### src/design/fdfa_pkg.sv
// Shared constants, field widths and command codes for the fractional-delay
// delay-and-sum block. No dependencies; every other design file imports it.
package fdfa_pkg;

   localparam int TAPS_DEF      = 11;
   localparam int OUT_DEPTH_DEF = 65536;

   localparam int CMD_W      = 2;
   localparam int TAP_IDX_W  = 4;
   localparam int COEF_W     = 18;
   localparam int SMP_W      = 16;
   localparam int RD_ADDR_W  = 16;
   localparam int VAL_W      = 32;
   localparam int DELAY_W    = 16;
   localparam int OLEN_W     = 17;
   localparam int CNT_W      = 17;
   localparam int CSR_IDX_W  = 2;
   localparam int CSR_DATA_W = 17;
   localparam int FRAC_SHIFT = 16;

   localparam logic [OLEN_W-1:0] OLEN_RESET = OLEN_W'(65536);
   localparam logic [CNT_W-1:0]  CNT_MAX    = '1;

   typedef enum logic [CMD_W-1:0] {
      CMD_LOAD = 2'd0,
      CMD_PUSH = 2'd1,
      CMD_READ = 2'd2
   } cmd_type;

   typedef enum logic [CSR_IDX_W-1:0] {
      CSR_DELAY  = 2'd0,
      CSR_OUTLEN = 2'd1
   } csr_idx_type;

endpackage

### src/design/fdfa_if.sv


interface fdfa_rsp_if;
   import fdfa_pkg::*;
   logic                        valid;
   logic                        ready;
   logic signed [VAL_W-1:0]     read_value;

   modport source (output valid, read_value, input ready);
   modport sink   (input valid, read_value, output ready);
endinterface


### src/design/fdfa_rsp_queue.sv
// Result queue between the accumulation pipeline and the response channel.
// Depends on fdfa_pkg and fdfa_rsp_if.
module fdfa_rsp_queue #(
   parameter int DEPTH = 8
) (
   input  logic                        clock,
   input  logic                        reset,
   input  logic                        push,
   input  logic [fdfa_pkg::VAL_W-1:0]  push_data,
   output logic                        pop,
   fdfa_rsp_if.source                  rsp_ch
);
   import fdfa_pkg::*;

   localparam int PTR_W  = $clog2(DEPTH);
   localparam int FILL_W = $clog2(DEPTH + 1);

   logic [VAL_W-1:0]  entries_ff [DEPTH];
   logic [PTR_W-1:0]  wr_ptr_ff, wr_ptr_in;
   logic [PTR_W-1:0]  rd_ptr_ff, rd_ptr_in;
   logic [FILL_W-1:0] fill_ff, fill_in;

   assign rsp_ch.valid      = (fill_ff != '0);
   assign rsp_ch.read_value = $signed(entries_ff[rd_ptr_ff]);
   assign pop               = rsp_ch.valid && rsp_ch.ready;

   always_comb begin
      wr_ptr_in = wr_ptr_ff;
      rd_ptr_in = rd_ptr_ff;
      if (push) begin
         wr_ptr_in = (wr_ptr_ff == PTR_W'(DEPTH - 1)) ? '0 : wr_ptr_ff + 1'b1;
      end
      if (pop) begin
         rd_ptr_in = (rd_ptr_ff == PTR_W'(DEPTH - 1)) ? '0 : rd_ptr_ff + 1'b1;
      end
      fill_in = fill_ff + FILL_W'(push) - FILL_W'(pop);
   end

   always_ff @(posedge clock) begin
      if (reset) begin
         wr_ptr_ff <= '0;
         rd_ptr_ff <= '0;
         fill_ff   <= '0;
      end else begin
         wr_ptr_ff <= wr_ptr_in;
         rd_ptr_ff <= rd_ptr_in;
         fill_ff   <= fill_in;
      end
   end

   always_ff @(posedge clock) begin
      if (push) begin
         entries_ff[wr_ptr_ff] <= push_data;
      end
   end

endmodule
### src/flat_wrapper.sv
// flat-port wrapper written by rule: the top's interface ports become plain ports
module fdfa_rsp_queue_flat import fdfa_pkg::*;
#(
   parameter int DEPTH = 8
)
  (clock, reset, push, push_data, pop, rsp_ch_valid, rsp_ch_read_value, rsp_ch_ready);
  fdfa_rsp_if rsp_ch_i ();
  input  logic clock;
  input  logic reset;
  input  logic push;
  input  logic [fdfa_pkg::VAL_W-1:0] push_data;
  output logic pop;
  output wire logic [$bits(rsp_ch_i.valid)-1:0] rsp_ch_valid;
  output wire logic [$bits(rsp_ch_i.read_value)-1:0] rsp_ch_read_value;
  input wire logic [$bits(rsp_ch_i.ready)-1:0] rsp_ch_ready;
  assign rsp_ch_valid = rsp_ch_i.valid;
  assign rsp_ch_read_value = rsp_ch_i.read_value;
  assign rsp_ch_i.ready = rsp_ch_ready;
  fdfa_rsp_queue #(.DEPTH(DEPTH)) u_core (.clock(clock), .reset(reset), .push(push), .push_data(push_data), .pop(pop), .rsp_ch(rsp_ch_i));
endmodule
### config.mk
export PLATFORM = sky130hd
export DESIGN_NAME = fdfa_rsp_queue_flat
export DESIGN_NICKNAME = d
export VERILOG_FILES = /design/src/design/fdfa_pkg.sv /design/src/design/fdfa_if.sv /design/src/design/fdfa_rsp_queue.sv /design/src/flat_wrapper.sv
export SDC_FILE = /design/constraint.sdc
export NUM_CORES = 1
export LEC_CHECK = 0
export BUFFER_PORTS_ARGS = -buffer_cell sky130_fd_sc_hd__buf_2
export CORE_MARGIN = 5
export CORE_UTILIZATION = 54
export DETAILED_ROUTE_END_ITERATION = 10
export PLACE_DENSITY_LB_ADDON = 0.08
export SKIP_LAST_GASP = 1
export SYNTH_ARGS = -nofsm -noshare
export SYNTH_HDL_FRONTEND = slang
export SYNTH_SLANG_ARGS = --single-unit
### constraint.sdc
create_clock -name clock -period 3.4 [get_ports clock]
set_input_delay 0.17 -clock clock [delete_from_list [all_inputs] [get_ports clock]]
set_output_delay 0.17 -clock clock [all_outputs]
set_load 0.03 [all_outputs]
==> flow_metrics.env, run 1 <==
export IMPL_status="finished clean"
export IMPL_drc=0
export IMPL_syn_num_nets=491
export IMPL_required_ns=3.23
export IMPL_avgRoutedWirePerCell_um=21.8
export IMPL_synth_seq_cells=269
export IMPL_cts_resized=0
export IMPL_worst_slack_ns=0.564
export IMPL_critPathMaxFanout=32
export IMPL_grt_setup_unrepaired="no"
export IMPL_r2r_start="u_core.fill_ff[2]"
export IMPL_yosysWarnings=0
export IMPL_cts_buffers=27
export IMPL_clk_path_buf_depth=3
export IMPL_place_ws_ns=0.936
export IMPL_setup_viol=0
export IMPL_async_flop_share=0
export IMPL_grt_max_degree=33
export IMPL_max_slew_margin_rel=0.292
export IMPL_ys_types=26
export IMPL_fmax_mhz=353
export IMPL_min_path_type="input port to flip-flop"
export IMPL_whs_ns=0.446
export IMPL_antennaDiodeCount=0
export IMPL_synth_edf_count=256
export IMPL_internal_power_mw=6.12
export IMPL_finalCritPeriodShare=0.834
export IMPL_pwr_share_seq=0.481
export IMPL_hp_start="push_data[6]"
export IMPL_finalHoldViolations=0
export IMPL_detail_route_antenna_nets=0
export IMPL_synth_top_cell_area_share=0.737
export IMPL_power_density_mw_per_mm2=642
export IMPL_synth_area_per_cell_sq_um=23.4
export IMPL_portBuffers=69
export IMPL_vdd_drop_max_v=0.000493
export IMPL_path_class="flip-flop to output port"
export IMPL_p_leak_nw=4.16
export IMPL_vias_per_cell=5.58
export IMPL_initial_core_util=0.554
export IMPL_dp_cells=775
export IMPL_synthCells=446
export IMPL_rows=50
export IMPL_pwr_share_clk=0.378
export IMPL_start_kind="flip-flop"
export IMPL_netlist_top_cells_area="edfxtp_1 (74%), mux4_1 (10%), mux4_2 (5.2%)"
export IMPL_cts_sinks=269
export IMPL_coreArea_sq_mm=0.0188
export IMPL_drtPass1Iterations=4
export IMPL_place_hpwl_mm=10.4
export IMPL_grt_first_pass_wirelength_mm=28.8
export IMPL_drt_iter0_markers=258
export IMPL_clock_latency_ns=0.53
export IMPL_crit_path_end_kind="output port"
export IMPL_area_growth_pct=19.4
export IMPL_fin_nets=624
export IMPL_syn_cell_area_sq_mm=0.0104
export IMPL_clockRootBuffer="clkbuf_16"
export IMPL_comb_power_share=0.140
export IMPL_detail_route_wirelength_mm=18.7
export IMPL_vias=4803
export IMPL_track_usage=0.171
export IMPL_synth_top_area_cell="edfxtp_1"
export IMPL_cap_violations=0
export IMPL_gp_routability_congestion=0.699
export IMPL_tns_ns=0
export IMPL_cts_tree="built"
export IMPL_finalCriticalPeriod_ns=2.84
export IMPL_clk_pin_slew_worst_paths_ns=0.06
export IMPL_die_h_um=149
export IMPL_drive_gt1_frac=0.320
export IMPL_power_share_switching=0.235
export IMPL_worst_pin_slew_ns=1.06
export IMPL_die_area_sq_mm=0.0222
export IMPL_overflow=0
export IMPL_arrival_ns=2.67
export IMPL_die_w_um=149
export IMPL_io_pins=70
export IMPL_antenna_found_initial=0
export IMPL_grt_pass1_vias=5157
export IMPL_p_switching_mw=1.88
export IMPL_drv_slew=0
export IMPL_finClkSkew_ns=0.0151
export IMPL_ys_seq_area_frac=0.762
export IMPL_instances_no_fill=860
export IMPL_htreeDepth=1
export IMPL_ys_flop_type="edfxtp_1"
-- power by group through the flow --
stage / clock network [mW] / logic (mW) / registers, mW
CTS: 3.08 / 1.14 / 3.86
global route: 3.24 / 1.20 / 3.87
detailed placement: 0 / 1.10 / 3.93
floorplan: 0 / 0.883 / 3.82
finish: 3.02 / 1.12 / 3.85
global placement: 0 / 1.07 / 3.92
-- critical path, cell delays in order (launching register included) --
cell     delay (ns)
dfxtp_4        0.72
buf_4          0.34
mux4_1         0.58
mux2_2         0.29
buf_2          0.18
-- state kept, by name, summed over array words and instances (netlist names), named ones only --
register,cells
u_core.entries_ff,256
u_core.fill_ff,4
u_core.rd_ptr_ff,3
u_core.wr_ptr_ff,3
-- layout by cell type (no fill, tap or decap), types with 6 or more instances in the layout --
cell / n
dlygate4sd3_1: 35
a21oi_1: 9
dfxtp_1: 10
inv_1: 6
mux4_2: 24
clkinv_1: 7
mux4_1: 40
clkbuf_1: 7
mux2_2: 32
ha_1: 8
buf_4: 18
edfxtp_1: 256
nor2_1: 6
nor2_4: 6
buf_2: 69
clkbuf_16: 27
-- layer usage --
metal	global-route usage	wire length [um]
met1	0.228	8070
met2	0.298	9600
met3	0.0337	839
met4	0.0371	206
met5	0	0
-- timing repair --
action	4_1_cts	5_1_grt
hold buffers	35	0
endpoints found under the hold margin	268	0
buffers inserted	0	0
-- cell usage after synthesis (2+ instances only) --
cell type  count
ha_1           8
mux4_2        24
dfxtp_1       13
nor2b_1        2
a21oi_1        9
buf_2          6
mux2i_1        2
buf_1          2
nor2_1        12
mux2_2        32
clkbuf_1       4
inv_1          6
buf_6          7
edfxtp_1     256
nand2_1        2
mux4_1        40
nand2b_1       5
nand3_1        4
nor3_1         2
o21ai_0        4
-- layout make-up --
| class | instances | area, sq um |
|---|---|---|
| well taps | 260 | 325 |
| inverters | 6 | 22.5 |
| flip-flops and latches | 269 | 7950 |
| clock buffers | 36 | 729 |
| fillers | 1236 | 6380 |
| repair buffers | 123 | 851 |
| multi-input cells | 152 | 2380 |
| clock inverters | 14 | 190 |
-- cell families (layout without fill, tap and decap cells) --
family,after synthesis,in the layout,share of synthesized area
compound gates,14,14,0.00708
xor+xnor,1,1,0.000840
fa+ha+maj,9,9,0.0115
buf+inv,25,179,0.0148
flops,269,269,0.762
mux,98,98,0.189
simple gates,30,30,0.0143
-- worst paths after layout --
kind	cells past startpoint	slack (ns)	endpoint
max	4	0.56	rsp_ch_read_value[4]
min	2	0.45	u_core.entries_ff[0][6]
max reg2reg	10	0.88	u_core.fill_ff[2]
min reg2reg	2	0.53	flip-flop
-- metrics by stage --
step | power, mW | area (sq um) | utilization
global placement | 4.99 | 11200 | 0.594
finish | 8.00 | 12500 | 0.661
floorplan | 4.71 | 10400 | -
detailed placement | 5.03 | 11200 | 0.594
CTS | 8.08 | 12500 | 0.661
global route | 8.31 | 12500 | 0.661
Note: power is estimated with default switching activity, not from simulation.
==> run 2: changes to the inputs <==
==> constraint.sdc (replaced) <==
create_clock -name clock -period 2.3 [get_ports clock]
set_input_delay 0.115 -clock clock [delete_from_list [all_inputs] [get_ports clock]]
set_output_delay 0.115 -clock clock [all_outputs]
set_load 0.03 [all_outputs]
==> run 2 against run 1 <==
  * The run now ends with setup timing left
  * Total power up 48%
  * Critical path depth grew 2
  * Sequential share of layout area decreased by 2.0 points
  * Setup slack worse by 0.61 ns
  * Non-clock buffer count increased by 17
  * Final area is 3.3% higher
  * Clock power is 32% higher
  * Count of clock-buffer cells in the layout shrank 4
  * Register-to-register slack got worse by 0.67 ns
  * Clock skew shrank 0.00073 ns
  * Hold slack got worse by 0.057 ns
  * Utilization rose by 2.2 points
  * Critical path type unchanged
==> flow_metrics.env, run 2 (synthesis gave the netlist of run 1 again) <==
export IMPL_finClkSkew_ns=0.0144
export IMPL_cts_buffers=28
export IMPL_finalPower_mw=11.8
export IMPL_fmax_mhz=426
export IMPL_reg_top3="u_core.entries_ff: 256 flops, u_core.fill_ff: 4 flops"
export IMPL_met2_wirelength_mm=10.2
export IMPL_rows=50
export IMPL_portBuffers=69
export IMPL_setup_viol=16
export IMPL_finalHoldViolations=0
export IMPL_arrival_ns=2.23
export IMPL_vias_per_cell=5.59
export IMPL_path_class="flip-flop to output port"
export IMPL_start_kind="flip-flop"
export IMPL_grt_setup_unrepaired="yes"
export IMPL_largest_register_ffs=256
export IMPL_placed_cell_area_sq_mm=0.0113
export IMPL_critPathMaxFanout=6
export IMPL_violations="setup timing"
export IMPL_cts_sinks=269
export IMPL_largest_register="u_core.entries_ff"
export IMPL_cts_tree="built"
export IMPL_place_hpwl_mm=10.9
export IMPL_worst_pin_slew_ns=0.425
export IMPL_min_path_type="input port to flip-flop"
export IMPL_clockRootBuffer="clkbuf_16"
export IMPL_required_ns=2.18
export IMPL_clk_path_buf_depth=3
export IMPL_cap_violations=0
export IMPL_drc=0
export IMPL_whs_ns=0.390
export IMPL_crit_path_end_kind="output port"
export IMPL_p_leak_nw=4.29
export IMPL_vdd_drop_max_v=0.000674
export IMPL_finalCritPeriodShare=1.02
export IMPL_grt_pass1_vias=5386
export IMPL_layout_commonest_cell="edfxtp_1"
export IMPL_fin_area_sq_mm=0.0129
export IMPL_met1_length_mm=8.94
export IMPL_avgRoutedWirePerCell_um=23.1
export IMPL_io_pins=70
export IMPL_worst_slack_ns=-0.0464
export IMPL_top_layer="met4"
export IMPL_fin_nets=642
export IMPL_final_cell_mix="edfxtp_1 (256), mux4_2 (45), buf_2 (41)"
export IMPL_max_slew_margin_rel=0.717
export IMPL_area_growth_pct=23.4
export IMPL_finalCriticalPeriod_ns=2.35
export IMPL_coreArea_sq_mm=0.0188
export IMPL_drive_gt1_frac=0.379
export IMPL_htreeDepth=1
export IMPL_drtPass1Iterations=4
export IMPL_power_density_mw_per_mm2=918
export IMPL_drt_iter0_markers=345
export IMPL_gp_routability_congestion=0.701
export IMPL_detail_route_antenna_nets=0
export IMPL_status="complete, but fails checks"
export IMPL_vias=4910
export IMPL_track_usage=0.186
export IMPL_grt_first_pass_wirelength_mm=31.2
export IMPL_detail_route_wirelength_mm=20.3
export IMPL_die_h_um=149
export IMPL_drv_slew=0
export IMPL_r2r_setup_slack_ns=0.21
export IMPL_clk_pin_slew_worst_paths_ns=0.06
export IMPL_initial_core_util=0.554
export IMPL_grt_max_degree=33
export IMPL_die_area_sq_mm=0.0222
export IMPL_die_w_um=149
export IMPL_met3_length_um=783
export IMPL_overflow=0
export IMPL_antenna_found_initial=1
export IMPL_tns_ns=-0.334
export IMPL_clock_latency_ns=0.53
export IMPL_post_route_util=0.683
==> run 2: changes by cell type in the layout (fill, tap and decap cells not counted), sizes merged <==
cell	change
buf	+12
bufinv	-5
clkinv	+10
diode	+1
dlygate4sd3	+1
inv	-1
==> run 2: where the power goes <==
group	total [mW]	internal (mW)	leakage, nW	switching, mW
Combinational	2.24	1.11	1.45	1.13
Clock	3.98	2.23	0.410	1.75
Sequential	5.58	5.51	2.43	0.0660
Total	11.8	8.86	4.29	2.95
==> run 2: per-stage QoR <==
stage	instances	setup slack, ns
2_1_floorplan	446	-0.0300
3_3_place_gp	778	0.192
3_5_place_dp	778	0.0903
4_1_cts	875	-0.0842
5_1_grt	878	-0.125
6_report	878	-0.0464
==> run 2: final cells by class <==
cell class / instances / area [sq um]
Sequential cell: 269 / 7960
Fill cell: 1203 / 5970
Multi-Input combinational cell: 152 / 2370
Timing Repair Buffer: 140 / 1370
Clock buffer: 32 / 716
Tap cell: 260 / 325
Clock inverter: 18 / 104
Inverter: 6 / 22.5
Antenna cell: 1 / 2.50
==> run 2: path summary, 6_finish.rpt <==
path                                          start                 endpoint  cells past startpoint
worst max-delay path                      flip-flop    rsp_ch_read_value[30]                      6
worst min-delay path                   push_data[6]  u_core.entries_ff[3][6]                      2
worst max register to register    u_core.fill_ff[2]        u_core.fill_ff[2]                     10
worst min register to register  u_core.rd_ptr_ff[2]      u_core.rd_ptr_ff[2]                      2
==> run 2: what timing repair did <==
action                                  4_1_cts  5_1_grt
gates cloned                                  4        2
resized for setup                            57       29
hold buffers                                 36        0
buffers inserted                              7        0
endpoints found under the setup margin       27       34
pin swaps                                     0        0
endpoints found under the hold margin       268        0
==> run 2: critical path: stages, from the launching register on <==
cell and delay (ns):
dfxtp_4 0.39, buf_12 0.13, buf_12 0.12, buf_16 0.13
mux4_2 0.50, mux2_4 0.29, buf_6 0.14
==> run 2: metal layers <==
| metal | GRT usage | vias up |
|---|---|---|
| li1 | - | 2194 |
| met1 | 0.257 | 2588 |
| met2 | 0.318 | 103 |
| met3 | 0.0267 | 25 |
| met4 | 0.0444 | 0 |
| met5 | 0 | - |
==> run 3: changes to the inputs <==
==> constraint.sdc (replaced) <==
create_clock -name clock -period 1.96 [get_ports clock]
set_input_delay 0.098 -clock clock [delete_from_list [all_inputs] [get_ports clock]]
set_output_delay 0.098 -clock clock [all_outputs]
set_load 0.03 [all_outputs]
==> run 3 against run 2 <==
  * The run still ends with setup timing left
  * Non-clock buffer count grew 3
  * Sequential share of layout area fell by 0.57 points
  * Via count is 0.71% lower
  * Hold slack worse by 0.018 ns
  * Clock skew decreased by 0.0034 ns
  * Critical path depth decreased by 1
  * Global-route usage is 1.4 points lower
  * Final cell count increased by 0.23%
  * Total power rose by 22%
  * Count of clock-buffer cells in the layout is 1 lower
==> flow_metrics.env, run 3 (synthesis gave the netlist of run 1 again) <==
export IMPL_fmax_mhz=437
export IMPL_antennaDiodeCount=0
export IMPL_grt_pass1_vias=5297
export IMPL_cts_tree="built"
export IMPL_vias=4875
export IMPL_grtUsageMet2=0.302
export IMPL_clk_pin_slew_worst_paths_ns=0.06
export IMPL_p_leak_nw=4.34
export IMPL_area_growth_pct=24.5
export IMPL_fin_nets=644
export IMPL_grt_max_degree=25
export IMPL_vias_per_cell=5.54
export IMPL_overflow=0
export IMPL_drive_gt1_frac=0.416
export IMPL_largest_register_ffs=256
export IMPL_dp_cells=785
export IMPL_setup_viol=32
export IMPL_vdd_drop_max_v=0.000761
export IMPL_gp_routability_congestion=0.727
export IMPL_required_ns=1.86
export IMPL_arrival_ns=2.19
export IMPL_drc=0
export IMPL_regArea_sq_mm=0.00795
export IMPL_placed_cell_area_sq_mm=0.0114
export IMPL_io_pins=70
export IMPL_grt_setup_unrepaired="yes"
export IMPL_clockRootBuffer="clkbuf_16"
export IMPL_track_usage=0.172
export IMPL_portBuffers=69
export IMPL_cts_buffers=27
export IMPL_avgRoutedWirePerCell_um=21.9
export IMPL_antenna_found_initial=0
export IMPL_fin_area_sq_mm=0.0130
export IMPL_rows=50
export IMPL_die_area_sq_mm=0.0222
export IMPL_detail_route_antenna_nets=0
export IMPL_clk_path_buf_depth=3
export IMPL_die_w_um=149
export IMPL_reg_top3="u_core.entries_ff: 256 flops, u_core.fill_ff: 4 flops"
export IMPL_finalCriticalPeriod_ns=2.29
export IMPL_max_slew_margin_rel=0.718
export IMPL_status="complete, but fails checks"
export IMPL_finalHoldViolations=0
export IMPL_drt_iter0_markers=286
export IMPL_layout_commonest_cell="edfxtp_1"
export IMPL_worst_pin_slew_ns=0.423
export IMPL_violations="setup timing"
export IMPL_drv_slew=0
export IMPL_detail_route_wirelength_mm=19.2
export IMPL_htreeDepth=1
export IMPL_critPathMaxFanout=8
export IMPL_die_h_um=149
export IMPL_drtPass1Iterations=4
export IMPL_grt_first_pass_wirelength_mm=29.3
export IMPL_path_class="flip-flop to output port"
export IMPL_place_hpwl_mm=11.1
export IMPL_clock_latency_ns=0.52
export IMPL_multi_input_area_sq_mm=0.00238
export IMPL_post_route_util=0.689
export IMPL_top_usage_layer="met2"
export IMPL_crit_path_end_kind="output port"
export IMPL_min_path_type="input port to flip-flop"
export IMPL_coreArea_sq_mm=0.0188
export IMPL_initial_core_util=0.554
export IMPL_finalPower_mw=14.4
export IMPL_largest_register="u_core.entries_ff"
export IMPL_cts_sinks=269
export IMPL_instances_no_fill=880
export IMPL_cap_violations=0
export IMPL_final_cell_mix="edfxtp_1 (256), mux4_2 (55), buf_2 (37)"
export IMPL_fill_cells=1193
export IMPL_r2r_setup_slack_ns=0.10
export IMPL_start_kind="flip-flop"
export IMPL_finClkSkew_ns=0.0110
export IMPL_use_met1=0.226
export IMPL_power_density_mw_per_mm2=1110
export IMPL_finalCritPeriodShare=1.17
export IMPL_grtUsageMet3=0.0313
export IMPL_worst_slack_ns=-0.329
## run 3: cell count changes in the layout (fill, tap and decap cells not counted), sizes merged, moves of 2 or more
| cell | delta |
|---|---|
| buf | +4 |
| clkbuf | -2 |
| clkinv | -5 |
| clkinvlp | +2 |
| bufinv | +3 |
## run 3: worst max-delay path: stages (launching register included)
cell and delay [ns]:
dfxtp_4 0.36, buf_12 0.17, buf_8 0.14, mux4_1 0.55, mux2_4 0.29, buf_6 0.14
## run 3: metrics by stage
stage / setup WS [ns] / hold WS, ns / setup TNS, ns
6_report: -0.329 / 0.371 / -9.44
5_1_grt: -0.397 / 0.375 / -11.57
4_1_cts: -0.403 / 0.358 / -11.27
3_5_place_dp: -0.0279 / 0.368 / -0.0481
3_3_place_gp: 0.0243 / 0.358 / 0
2_1_floorplan: -0.370 / 0.170 / -81.71
## run 3: power breakdown
part / switching, mW / internal [mW]
sequential: 0.0709 / 6.47
clock: 2.05 / 2.96
combinational: 1.36 / 1.44
total: 3.48 / 10.9
## run 3: what timing repair did
item                                    in CTS  in global routing
pin swaps                                    0                  2
gates resized for setup                     17                127
endpoints found under the setup margin      34                 34
setup buffers                                4                  2
endpoints found under the hold margin      268                  0
gates cloned                                 0                  3
hold buffers                                36                  0
## run 3: cell type report
| cell class | instances | area share |
|---|---|---|
| clock buffers | 31 | 0.0540 |
| well taps | 260 | 0.0251 |
| multi-input cells | 152 | 0.183 |
| clock inverters | 19 | 0.0139 |
| inverters | 6 | 0.00193 |
| flip-flops and latches | 269 | 0.613 |
| repair buffers | 143 | 0.109 |
## run 3: final timing paths
check	to	depth (start not counted)	from
worst max-delay path	rsp_ch_read_value[9]	5	flip-flop
worst min-delay path	u_core.entries_ff[2][1]	2	push_data[1]
worst max register to register	u_core.fill_ff[1]	9	u_core.fill_ff[2]
worst min register to register	u_core.rd_ptr_ff[0]	2	u_core.rd_ptr_ff[0]
## run 3: metal layers
metal	vias to the layer above	share of wire	wire length (um)
li1	2192	-	-
met1	2546	0.43	8240
met2	111	0.52	9930
met3	26	0.040	779
met4	0	0.015	288
met5	-	0	0
